==> src/sv/hsv2rgb_pkg.sv <==
// shared constants and types for the hsv to rgb converter
package hsv2rgb_pkg;

  localparam int HueW  = 13;
  localparam int UnitW = 9;
  localparam int ChanW = 8;
  localparam int RemW  = 10;
  localparam int SectW = 3;

  localparam logic [HueW-1:0]  HueFull   = 13'd5760;
  localparam logic [HueW-1:0]  HueSector = 13'd960;
  localparam logic [UnitW-1:0] UnitOne   = 9'd256;

  // floor(x / 15) == (x * 4370) >> 16 for x < 3840, so rem * 256 / 960 uses 4 * 4370
  localparam logic [14:0] FracRecip = 15'd17480;

  localparam logic [SectW-1:0] SectRedRise   = 3'd0;
  localparam logic [SectW-1:0] SectGreenFall = 3'd1;
  localparam logic [SectW-1:0] SectGreenRise = 3'd2;
  localparam logic [SectW-1:0] SectBlueFall  = 3'd3;
  localparam logic [SectW-1:0] SectBlueRise  = 3'd4;
  localparam logic [SectW-1:0] SectRedFall   = 3'd5;
  localparam logic [SectW-1:0] SectNone      = 3'd6;

  typedef struct packed {
    logic [SectW-1:0] sector;
    logic [RemW-1:0]  rem;
    logic             over;
  } hue_dec_t;

endpackage

==> src/sv/hsv2rgb_hue_decode.sv <==
// hue wrap, sector index and remainder within the sector
module hsv2rgb_hue_decode (
  input  logic [hsv2rgb_pkg::HueW-1:0] hue_i,
  output hsv2rgb_pkg::hue_dec_t        dec_o
);

  logic [hsv2rgb_pkg::HueW-1:0] hue_w;
  logic [hsv2rgb_pkg::HueW-1:0] base;
  logic [hsv2rgb_pkg::HueW-1:0] diff;

  always_comb begin
    hue_w = (hue_i == hsv2rgb_pkg::HueFull) ? '0 : hue_i;
    dec_o.over = 1'b0;
    if (hue_w < hsv2rgb_pkg::HueSector) begin
      dec_o.sector = hsv2rgb_pkg::SectRedRise;
      base = '0;
    end else if (hue_w < 13'(2 * hsv2rgb_pkg::HueSector)) begin
      dec_o.sector = hsv2rgb_pkg::SectGreenFall;
      base = hsv2rgb_pkg::HueSector;
    end else if (hue_w < 13'(3 * hsv2rgb_pkg::HueSector)) begin
      dec_o.sector = hsv2rgb_pkg::SectGreenRise;
      base = 13'(2 * hsv2rgb_pkg::HueSector);
    end else if (hue_w < 13'(4 * hsv2rgb_pkg::HueSector)) begin
      dec_o.sector = hsv2rgb_pkg::SectBlueFall;
      base = 13'(3 * hsv2rgb_pkg::HueSector);
    end else if (hue_w < 13'(5 * hsv2rgb_pkg::HueSector)) begin
      dec_o.sector = hsv2rgb_pkg::SectBlueRise;
      base = 13'(4 * hsv2rgb_pkg::HueSector);
    end else if (hue_w < hsv2rgb_pkg::HueFull) begin
      dec_o.sector = hsv2rgb_pkg::SectRedFall;
      base = 13'(5 * hsv2rgb_pkg::HueSector);
    end else begin
      dec_o.sector = hsv2rgb_pkg::SectNone;
      dec_o.over = 1'b1;
      base = hue_w;
    end
    diff = hue_w - base;
    dec_o.rem = diff[hsv2rgb_pkg::RemW-1:0];
  end

endmodule

==> src/sv/hsv_to_rgb_converter_core.sv <==
// five stage pipelined hsv to rgb converter top level
// five register stages lie between input transfer and result valid
// throughput: one transfer per cycle, every stage takes a new item each cycle unless stalled
// each stage stalls only when it holds data and the stage after it is stalled
// reset clears the stage valid bits, data registers are not reset
module hsv_to_rgb_converter_core (
  input  logic                           clk_i,
  input  logic                           rst_ni,
  input  logic                           in_valid_i,
  output logic                           in_stall_o,
  input  logic [hsv2rgb_pkg::HueW-1:0]   hue_i,
  input  logic [hsv2rgb_pkg::UnitW-1:0]  saturation_i,
  input  logic [hsv2rgb_pkg::UnitW-1:0]  brightness_i,
  output logic                           out_valid_o,
  input  logic                           out_stall_i,
  output logic [hsv2rgb_pkg::ChanW-1:0]  red_o,
  output logic [hsv2rgb_pkg::ChanW-1:0]  green_o,
  output logic [hsv2rgb_pkg::ChanW-1:0]  blue_o
);

  localparam int UW = hsv2rgb_pkg::UnitW;
  localparam int CW = hsv2rgb_pkg::ChanW;
  localparam int SW = hsv2rgb_pkg::SectW;

  logic [4:0] vld_q;
  logic [4:0] vld_d;
  logic [4:0] rdy;

  hsv2rgb_pkg::hue_dec_t dec;

  logic [UW-1:0] sat_c;
  logic [UW-1:0] val_c;

  // stage 1
  logic [UW-1:0]               s1_sat_q, s1_val_q;
  logic [SW-1:0]               s1_sector_q;
  logic [hsv2rgb_pkg::RemW-1:0] s1_rem_q;
  logic                        s1_black_q;
  // stage 2
  logic [24:0]   frac_prod;
  logic [15:0]   full_prod;
  logic [UW-1:0] s2_sat_q, s2_val_q;
  logic [7:0]    s2_frac_q;
  logic [16:0]   s2_vs_q;
  logic [CW-1:0] s2_full_q;
  logic [SW-1:0] s2_sector_q;
  logic          s2_black_q;
  // stage 3
  logic [24:0]   lo_prod;
  logic [UW-1:0] s3_val_q;
  logic [16:0]   s3_sf_q, s3_snf_q;
  logic [CW-1:0] s3_full_q, s3_lo_q;
  logic [SW-1:0] s3_sector_q;
  logic          s3_black_q;
  // stage 4
  logic [25:0]   s4_fall_q, s4_rise_q;
  logic [CW-1:0] s4_full_q, s4_lo_q;
  logic [SW-1:0] s4_sector_q;
  logic          s4_black_q;
  // stage 5
  logic [33:0]   fall_prod, rise_prod;
  logic [CW-1:0] fall_c, rise_c;
  logic [CW-1:0] red_d, green_d, blue_d;
  logic [CW-1:0] red_q, green_q, blue_q;

  hsv2rgb_hue_decode u_hue_decode (
    .hue_i (hue_i),
    .dec_o (dec)
  );

  // per stage flow control
  always_comb begin
    rdy[4] = !vld_q[4] || !out_stall_i;
    for (int k = 3; k >= 0; k--) begin
      rdy[k] = !vld_q[k] || rdy[k+1];
    end
    vld_d[0] = rdy[0] ? in_valid_i : vld_q[0];
    for (int k = 1; k < 5; k++) begin
      vld_d[k] = rdy[k] ? vld_q[k-1] : vld_q[k];
    end
  end

  always_ff @(posedge clk_i or negedge rst_ni) begin
    if (!rst_ni) begin
      vld_q <= '0;
    end else begin
      vld_q <= vld_d;
    end
  end

  assign in_stall_o  = !rdy[0];
  assign out_valid_o = vld_q[4];

  // clamp to 1.0
  assign sat_c = (saturation_i > hsv2rgb_pkg::UnitOne) ? hsv2rgb_pkg::UnitOne : saturation_i;
  assign val_c = (brightness_i > hsv2rgb_pkg::UnitOne) ? hsv2rgb_pkg::UnitOne : brightness_i;

  always_ff @(posedge clk_i) begin
    if (rdy[0]) begin
      s1_sat_q    <= sat_c;
      s1_val_q    <= val_c;
      s1_sector_q <= dec.sector;
      s1_rem_q    <= dec.rem;
      s1_black_q  <= dec.over && (sat_c != '0);
    end
  end

  assign frac_prod = 25'(s1_rem_q) * 25'(hsv2rgb_pkg::FracRecip);
  assign full_prod = 16'(s1_val_q) * 16'd255;

  always_ff @(posedge clk_i) begin
    if (rdy[1]) begin
      s2_sat_q    <= s1_sat_q;
      s2_val_q    <= s1_val_q;
      s2_frac_q   <= frac_prod[23:16];
      s2_vs_q     <= 17'(s1_val_q) * (17'(hsv2rgb_pkg::UnitOne) - 17'(s1_sat_q));
      s2_full_q   <= full_prod[15:8];
      s2_sector_q <= s1_sector_q;
      s2_black_q  <= s1_black_q;
    end
  end

  assign lo_prod = 25'(s2_vs_q) * 25'd255;

  always_ff @(posedge clk_i) begin
    if (rdy[2]) begin
      s3_val_q    <= s2_val_q;
      s3_sf_q     <= 17'(s2_sat_q) * 17'(s2_frac_q);
      s3_snf_q    <= 17'(s2_sat_q) * (17'(hsv2rgb_pkg::UnitOne) - 17'(s2_frac_q));
      s3_full_q   <= s2_full_q;
      s3_lo_q     <= lo_prod[23:16];
      s3_sector_q <= s2_sector_q;
      s3_black_q  <= s2_black_q;
    end
  end

  always_ff @(posedge clk_i) begin
    if (rdy[3]) begin
      s4_fall_q   <= 26'(s3_val_q) * (26'd65536 - 26'(s3_sf_q));
      s4_rise_q   <= 26'(s3_val_q) * (26'd65536 - 26'(s3_snf_q));
      s4_full_q   <= s3_full_q;
      s4_lo_q     <= s3_lo_q;
      s4_sector_q <= s3_sector_q;
      s4_black_q  <= s3_black_q;
    end
  end

  assign fall_prod = 34'(s4_fall_q) * 34'd255;
  assign rise_prod = 34'(s4_rise_q) * 34'd255;
  assign fall_c    = fall_prod[31:24];
  assign rise_c    = rise_prod[31:24];

  always_comb begin
    red_d   = '0;
    green_d = '0;
    blue_d  = '0;
    if (!s4_black_q) begin
      case (s4_sector_q)
        hsv2rgb_pkg::SectRedRise: begin
          red_d = s4_full_q; green_d = rise_c; blue_d = s4_lo_q;
        end
        hsv2rgb_pkg::SectGreenFall: begin
          red_d = fall_c; green_d = s4_full_q; blue_d = s4_lo_q;
        end
        hsv2rgb_pkg::SectGreenRise: begin
          red_d = s4_lo_q; green_d = s4_full_q; blue_d = rise_c;
        end
        hsv2rgb_pkg::SectBlueFall: begin
          red_d = s4_lo_q; green_d = fall_c; blue_d = s4_full_q;
        end
        hsv2rgb_pkg::SectBlueRise: begin
          red_d = rise_c; green_d = s4_lo_q; blue_d = s4_full_q;
        end
        hsv2rgb_pkg::SectRedFall: begin
          red_d = s4_full_q; green_d = s4_lo_q; blue_d = fall_c;
        end
        default: begin
          // over-range hue with zero saturation stays grey
          red_d = s4_full_q; green_d = s4_full_q; blue_d = s4_full_q;
        end
      endcase
    end
  end

  always_ff @(posedge clk_i) begin
    if (rdy[4]) begin
      red_q   <= red_d;
      green_q <= green_d;
      blue_q  <= blue_d;
    end
  end

  assign red_o   = red_q;
  assign green_o = green_q;
  assign blue_o  = blue_q;

endmodule

==> config.mk <==
export PLATFORM = sky130hd
export DESIGN_NAME = hsv_to_rgb_converter_core
export DESIGN_NICKNAME = d
export VERILOG_FILES = /design/src/sv/hsv2rgb_pkg.sv /design/src/sv/hsv2rgb_hue_decode.sv /design/src/sv/hsv_to_rgb_converter_core.sv
export SDC_FILE = /design/constraint.sdc
export NUM_CORES = 2
export LEC_CHECK = 0
export BUFFER_PORTS_ARGS = -buffer_cell sky130_fd_sc_hd__buf_2
export CAP_MARGIN = 30
export CORE_MARGIN = 3
export CORE_UTILIZATION = 60
export DETAILED_ROUTE_END_ITERATION = 8
export PLACE_DENSITY = 0.76
export SLEW_MARGIN = 20
export SYNTH_ARGS = -nofsm -noshare
export SYNTH_HDL_FRONTEND = slang
export SYNTH_SLANG_ARGS = --single-unit
==> constraint.sdc <==
create_clock -name clk_i -period 11.2 [get_ports clk_i]
set_input_delay 0 -clock clk_i [delete_from_list [all_inputs] [get_ports clk_i]]
set_output_delay 0 -clock clk_i [all_outputs]
set_load 0.02 [all_outputs]
=== Word level (Yosys, flattened, before mapping) ===
Cells that the tools add are included.

* Register bits: 251
* Bits of input ports: 35
* Logic and storage cells: 106

* $add $sub $neg: 5
* $mul: 10
* Magnitude comparators: 8
* Equal/unequal tests: 6
* Mux-type cells: 22
* Reduce and logical (&&, ||, !) cells: 20

{| class="wikitable"
|+ Operators with widths
! kind !! count
|-
| case mux 8 bit (3 select lines) || 3
|-
| multiplier 26 x 8 -> 32 bit, second input constant || 2
|-
| 2-to-1 mux 10 bit || 6
|-
| multiplier 10 x 18 -> 26 bit || 2
|-
| subtractor 17 x 17 -> 18 bit, first input constant || 2
|-
| multiplier 10 x 10 -> 17 bit || 2
|-
| < comparator 13 x 12 -> 1 bit, second input constant || 2
|-
| < comparator 13 bit, second input constant || 2
|-
| multiplier 17 x 8 -> 24 bit, second input constant || 1
|-
| multiplier 10 x 12 -> 21 bit, second input constant || 1
|-
| > comparator 9 bit, second input constant || 2
|-
| multiplier 9 x 8 -> 17 bit || 1
|-
| multiplier 9 x 8 -> 16 bit, second input constant || 1
|-
| equality test 13 bit, second input constant || 1
|-
| < comparator 13 x 10 -> 1 bit, second input constant || 1
|-
| < comparator 13 x 11 -> 1 bit, second input constant || 1
|-
| 2-to-1 mux 13 bit || 1
|-
| subtractor 10 bit || 1
|-
| subtractor 9 x 8 -> 10 bit, first input constant || 1
|-
| subtractor 9 x 9 -> 10 bit, first input constant || 1
|-
| 2-to-1 mux 9 bit || 1
|-
| nonzero test 9 bit || 1
|-
| 2-to-1 mux 2 bit || 4
|-
| OR reduction 2 bit || 4
|-
| other kinds (9) || 27
|}

=== Longest topological paths before layout ===
* Depth in word-level cells: 10
* Mapped depth: 27
* Mapped depth without buffers: 27

=== Hierarchy ===
Synthesis repeated with hierarchy kept, for this count alone.

* Cells, all modules: 4,137
* Area total of the unflattened synthesis: 41,803.8 sq um

{| class="wikitable"
|+ Modules (own cells, without submodules)
! module !! times used !! cells each !! area each (sq um) !! sequential area each (sq um)
|-
| hsv_to_rgb_converter_core || 1 || 4,021 || 40,978.1 || 7,452.1
|-
| hsv2rgb_hue_decode || 1 || 116 || 825.8 || 0.0
|}

=== Worst setup path after synthesis ===
No wires, ideal clock.

* Path kind: flip-flop to flip-flop
* Start: register s3_sf_q[8]
* End: register s4_fall_q[25], data pin
* Library setup time: 260 ps
* Arrival: 6,274 ps
* Required time: 10,940 ps
* Slack: 4,666 ps
* Stages on the path, launching flop included: 22
* Buffers on the path: 0
* Clock period less this slack: 6,534 ps
* Path through: edfxtp_1 or4_1 nor3_1 nand2_1 xor2_1 nand2_1 fa_1 inv_1 fa_1 fa_1 fa_1 inv_1 fa_1 inv_1 ha_1 a21o_1 a211o_1 a22oi_1 a211oi_1 a311o_1 a21oi_1 xnor2_1

* Word-level cells in the longest chain between the ends: 2

{| class="wikitable"
|+ Ends and longest elaborated chain
! element !! line !! text
|-
| from (decl) || hsv_to_rgb_converter_core.sv:51 || <nowiki>logic [16:0] s3_sf_q, s3_snf_q;</nowiki>
|-
| from (signal assigned) || hsv_to_rgb_converter_core.sv:128 || <nowiki>s3_sf_q <= 17'(s2_sat_q) * 17'(s2_frac_q);</nowiki>
|-
| subtractor 17 x 17 -> 18 bit || hsv_to_rgb_converter_core.sv:139 || <nowiki>s4_fall_q <= 26'(s3_val_q) * (26'd65536 - 26'(s3_sf_q));</nowiki>
|-
| multiplier 10 x 18 -> 26 bit || hsv_to_rgb_converter_core.sv:139 ||
|-
| to (signal assigned) || hsv_to_rgb_converter_core.sv:139 ||
|-
| to (decl) || hsv_to_rgb_converter_core.sv:56 || <nowiki>logic [25:0] s4_fall_q, s4_rise_q;</nowiki>
|}

No other way between the ends.
A chain may end at the register's enable or synchronous reset.

==> results.md <==
- Synthesized Nets: 5399
- FMAX: 135.4 MHz
- Layout cells sized above 1: 0.03814
- Initial antenna violation count: 1
- Sequential area share after synthesis: 0.1786
- Type of the worst min-delay path: input pin to register
- Yosys reg bits: 249
- Total CTS buffers: 30
- DRC: 0
- GPL Wtd Cong: 0.9158
- Final Hold Vio Count: 0
- Syn avg cell area: 10.06 µm²
- Total gr overflow: 0
- Area of the multi-input gates: 0.03005 mm²
- FP Rows: 96
- DR WL/cell: 15.64 µm
- Clock sink total: 249
- Initial core utilization: 0.6072
- Worst-Margin Slew: 0.9371 ns
- Worst reg2reg path startpoint: s3_sf_q[0]
- Vias in the first global route: 29930
- Crit-path max FO: 13
- Setup Fix Bufs, Post-CTS: 0
- Area growth syn-to-layout: 6.766%
- FF/Latch Area: 0.007452 mm²
- TritonRoute pass-1 iters: 5
- Reg-to-reg slack, setup: 3.82 ns
- Post-synthesis xor/xnor area fraction: 0.04220
- CTS tree: done
- Cells after Synth: 4148
- Mux cell area share after synthesis: 0.002459
- Worst-path clk slew: 0.06 ns
- Dpl hpwl: 66940 µm
- PortBufs: 60
- Period utilisation layout: 0.6594
- Pin count of the biggest net entering global routing: 73
- CP Class: register to register
- First-pass GRT wire length: 142400 µm
- WHS Path Cells: 4
- H-Tree Depth: 1
- DIE AREA: 0.07274 mm²
- WL final: 81010 µm
- Final slew viol count: 0
- Max Root-Sink Buffers: 3
- Post-synth EDFFs: 244
- Main flop type after synthesis: edfxtp_1
- Largest family of logic cells by synthesized area: adder cells
- FILL cells: 5464
- YS warnings: 0
- Antenna-violating nets left: 0
- Worst-Skew Late Latency: 0.60 ns
- WHS Endpoint: s1_sector_q[1]
- Unrepaired setup endpoints after global routing: false
- Synth Area in Simple Gates: 0.1153
- DIE HEIGHT: 269.7 µm
- Async S/R FF share, synth: 0.02008
- Worst setup EP type: register
- Crit start category: register
- GRT Total Usage: 0.2356
- Die width: 269.7 µm
- Netlist Area Pre-Place: 0.04172 mm²
- Worst r2r path cells: 24
- Setup TNS: 0 ns
- Core area: 0.06871 mm²
- Complex-gate fraction of the synthesized area: 0.05965
- Final Setup Violations: 0
- Clock Skew: 0.03060 ns
- Hold_sp: hue_i[7]
- Worst path required time: 11.53 ns
- Yosys cell types: 77
- IO Count: 61
- Via-to-Cell Ratio: 5.312
- Max-cap violations: 0
- Status: complete, no violations
- Clock Tree Root: clkbuf_16
- Adder-cell area share of the yosys netlist: 0.5005
- FF-to-FF End: s4_rise_q[24]
- Vias: 27510
- Slew Limit Headroom: 0.3731
- Critical path arrival: 7.71 ns
- Nets: 5474
- Initial DRC Count: 1330
- Post-cts sizing count: 0
- Min Clock Period, post-route: 7.385 ns
## registers in the layout (all words and copies together) (netlist names), 9 cells and up
signal,cells
s2_val_q,9
s3_val_q,9
s1_rem_q,10
s1_val_q,9
s2_sat_q,9
s2_vs_q,17
s4_rise_q,25
s3_sf_q,17
s1_sat_q,9
s4_fall_q,26
s3_snf_q,16
## how the worst max path moves through the flow
stage,start,end,slack [ns],cells after the start
finish,s3_sf_q[0],s4_rise_q[24],3.82,24
global route,s3_sf_q[0],s4_rise_q[24],3.18,25
CTS,s3_sf_q[0],s4_rise_q[24],3.75,24
detailed placement,s3_sf_q[0],s4_rise_q[24],3.79,24
global placement,s3_sf_q[0],s4_rise_q[24],4.00,24
floorplan,s3_sf_q[8],s4_fall_q[25],4.67,21
## synth_stat cells (24+ instances only)
cell / number / area [µm²]
inv_1: 1042 / 3911
fa_1: 755 / 15110
ha_1: 461 / 5768
nand2_1: 353 / 1325
and2_1: 268 / 1677
edfxtp_1: 244 / 7327
xnor2_1: 142 / 1244
nor2_1: 135 / 506.7
a21oi_1: 99 / 495.5
clkbuf_1: 81 / 304.0
o21ai_0: 72 / 360.4
xor2_1: 59 / 516.8
nor3_1: 46 / 230.2
a21o_1: 38 / 285.3
nor2b_1: 34 / 212.7
nand3_1: 31 / 155.2
o21a_1: 24 / 180.2
## layout make-up
type                    count  area share
well taps                 931     0.02615
multi-input cells        2774      0.6747
clock buffers              35     0.01795
flip-flops and latches    249      0.1673
diodes                      1  0.00005618
inverters                1042     0.08781
clock inverters            21    0.005365
repair buffers            126     0.02067
## through the flow
step	worst slack, ns	hold slack, ns	util	cells	cell area [µm²]
CTS	3.748	0.03049	0.6479	5176	44520
detailed placement	3.795	-0.1808	0.6261	5074	43020
global route	3.176	0.1082	0.6483	5178	44540
floorplan	4.666	-0.2956	-	4148	41720
global placement	4.000	-0.1837	0.6261	5074	43020
finish	3.815	0.07124	0.6483	5179	44540
## repair_timing
item,CTS,global route
hold buffers,46,1
endpoints found under the setup margin,0,0
hold endpoints to repair,37,7
## metal layers
metal  wire length, µm  vias up  GRT usage
met5                 0        -          0
met3              3370      148    0.02492
met4              3203        0    0.08550
met2             40250      613     0.4171
met1             34180    13750     0.3017
li1                  -    13000          -
## cell usage in the layout, fill, tap and decap left out, types with 12 or more instances in the layout
cell / Yosys / final
and2_1: 268 / 268
ha_1: 461 / 461
o21a_1: 24 / 24
and3_1: 16 / 16
edfxtp_1: 244 / 244
inv_1: 1042 / 1041
nand2_1: 353 / 352
or3_1: 12 / 12
o21ai_0: 72 / 72
a31oi_1: 14 / 14
a21o_1: 38 / 38
fa_1: 755 / 755
nor2_1: 135 / 135
nor3_1: 46 / 46
nor4_1: 14 / 14
nand2b_1: 21 / 21
a211oi_1: 19 / 19
buf_4: 0 / 18
nand3_1: 31 / 30
xnor2_1: 142 / 142
clkbuf_16: 0 / 30
nor2b_1: 34 / 34
xor2_1: 59 / 59
a21oi_1: 99 / 99
dlygate4sd3_1: 0 / 47
buf_2: 0 / 60
## worst max-delay path, stage by stage, from the launching register on
cell and delay, ns:
edfxtp_1 0.56, inv_1 0.18, ha_1 0.20, nand2_1 0.09, nor3_1 0.27, nand2b_1 0.12, nor4_1 0.51, nand2_1 0.13
xor2_1 0.54, nand2_1 0.18, fa_1 0.55, inv_1 0.05, fa_1 0.49, fa_1 0.47, fa_1 0.52, inv_1 0.05
fa_1 0.48, inv_1 0.04, ha_1 0.20, or3_1 0.41, a211oi_1 0.40, o31ai_1 0.14, a31o_2 0.27, a21oi_1 0.18
xnor2_1 0.09
## cells by family (layout without fill, tap and decap cells)
group,count (synthesis),in the layout
AND/OR/NAND/NOR,973,973
buffers and inverters,1125,1224
multiplexers,10,10
AO/OA/AOI/OAI,374,374
adder cells (fa/ha/maj),1216,1216
XOR/XNOR,201,201
flip-flops,249,249
other,0,1
Power is left out: the tool's default activity adds up to more than one toggle a clock period on the data nets, which glitch-free logic cannot reach.
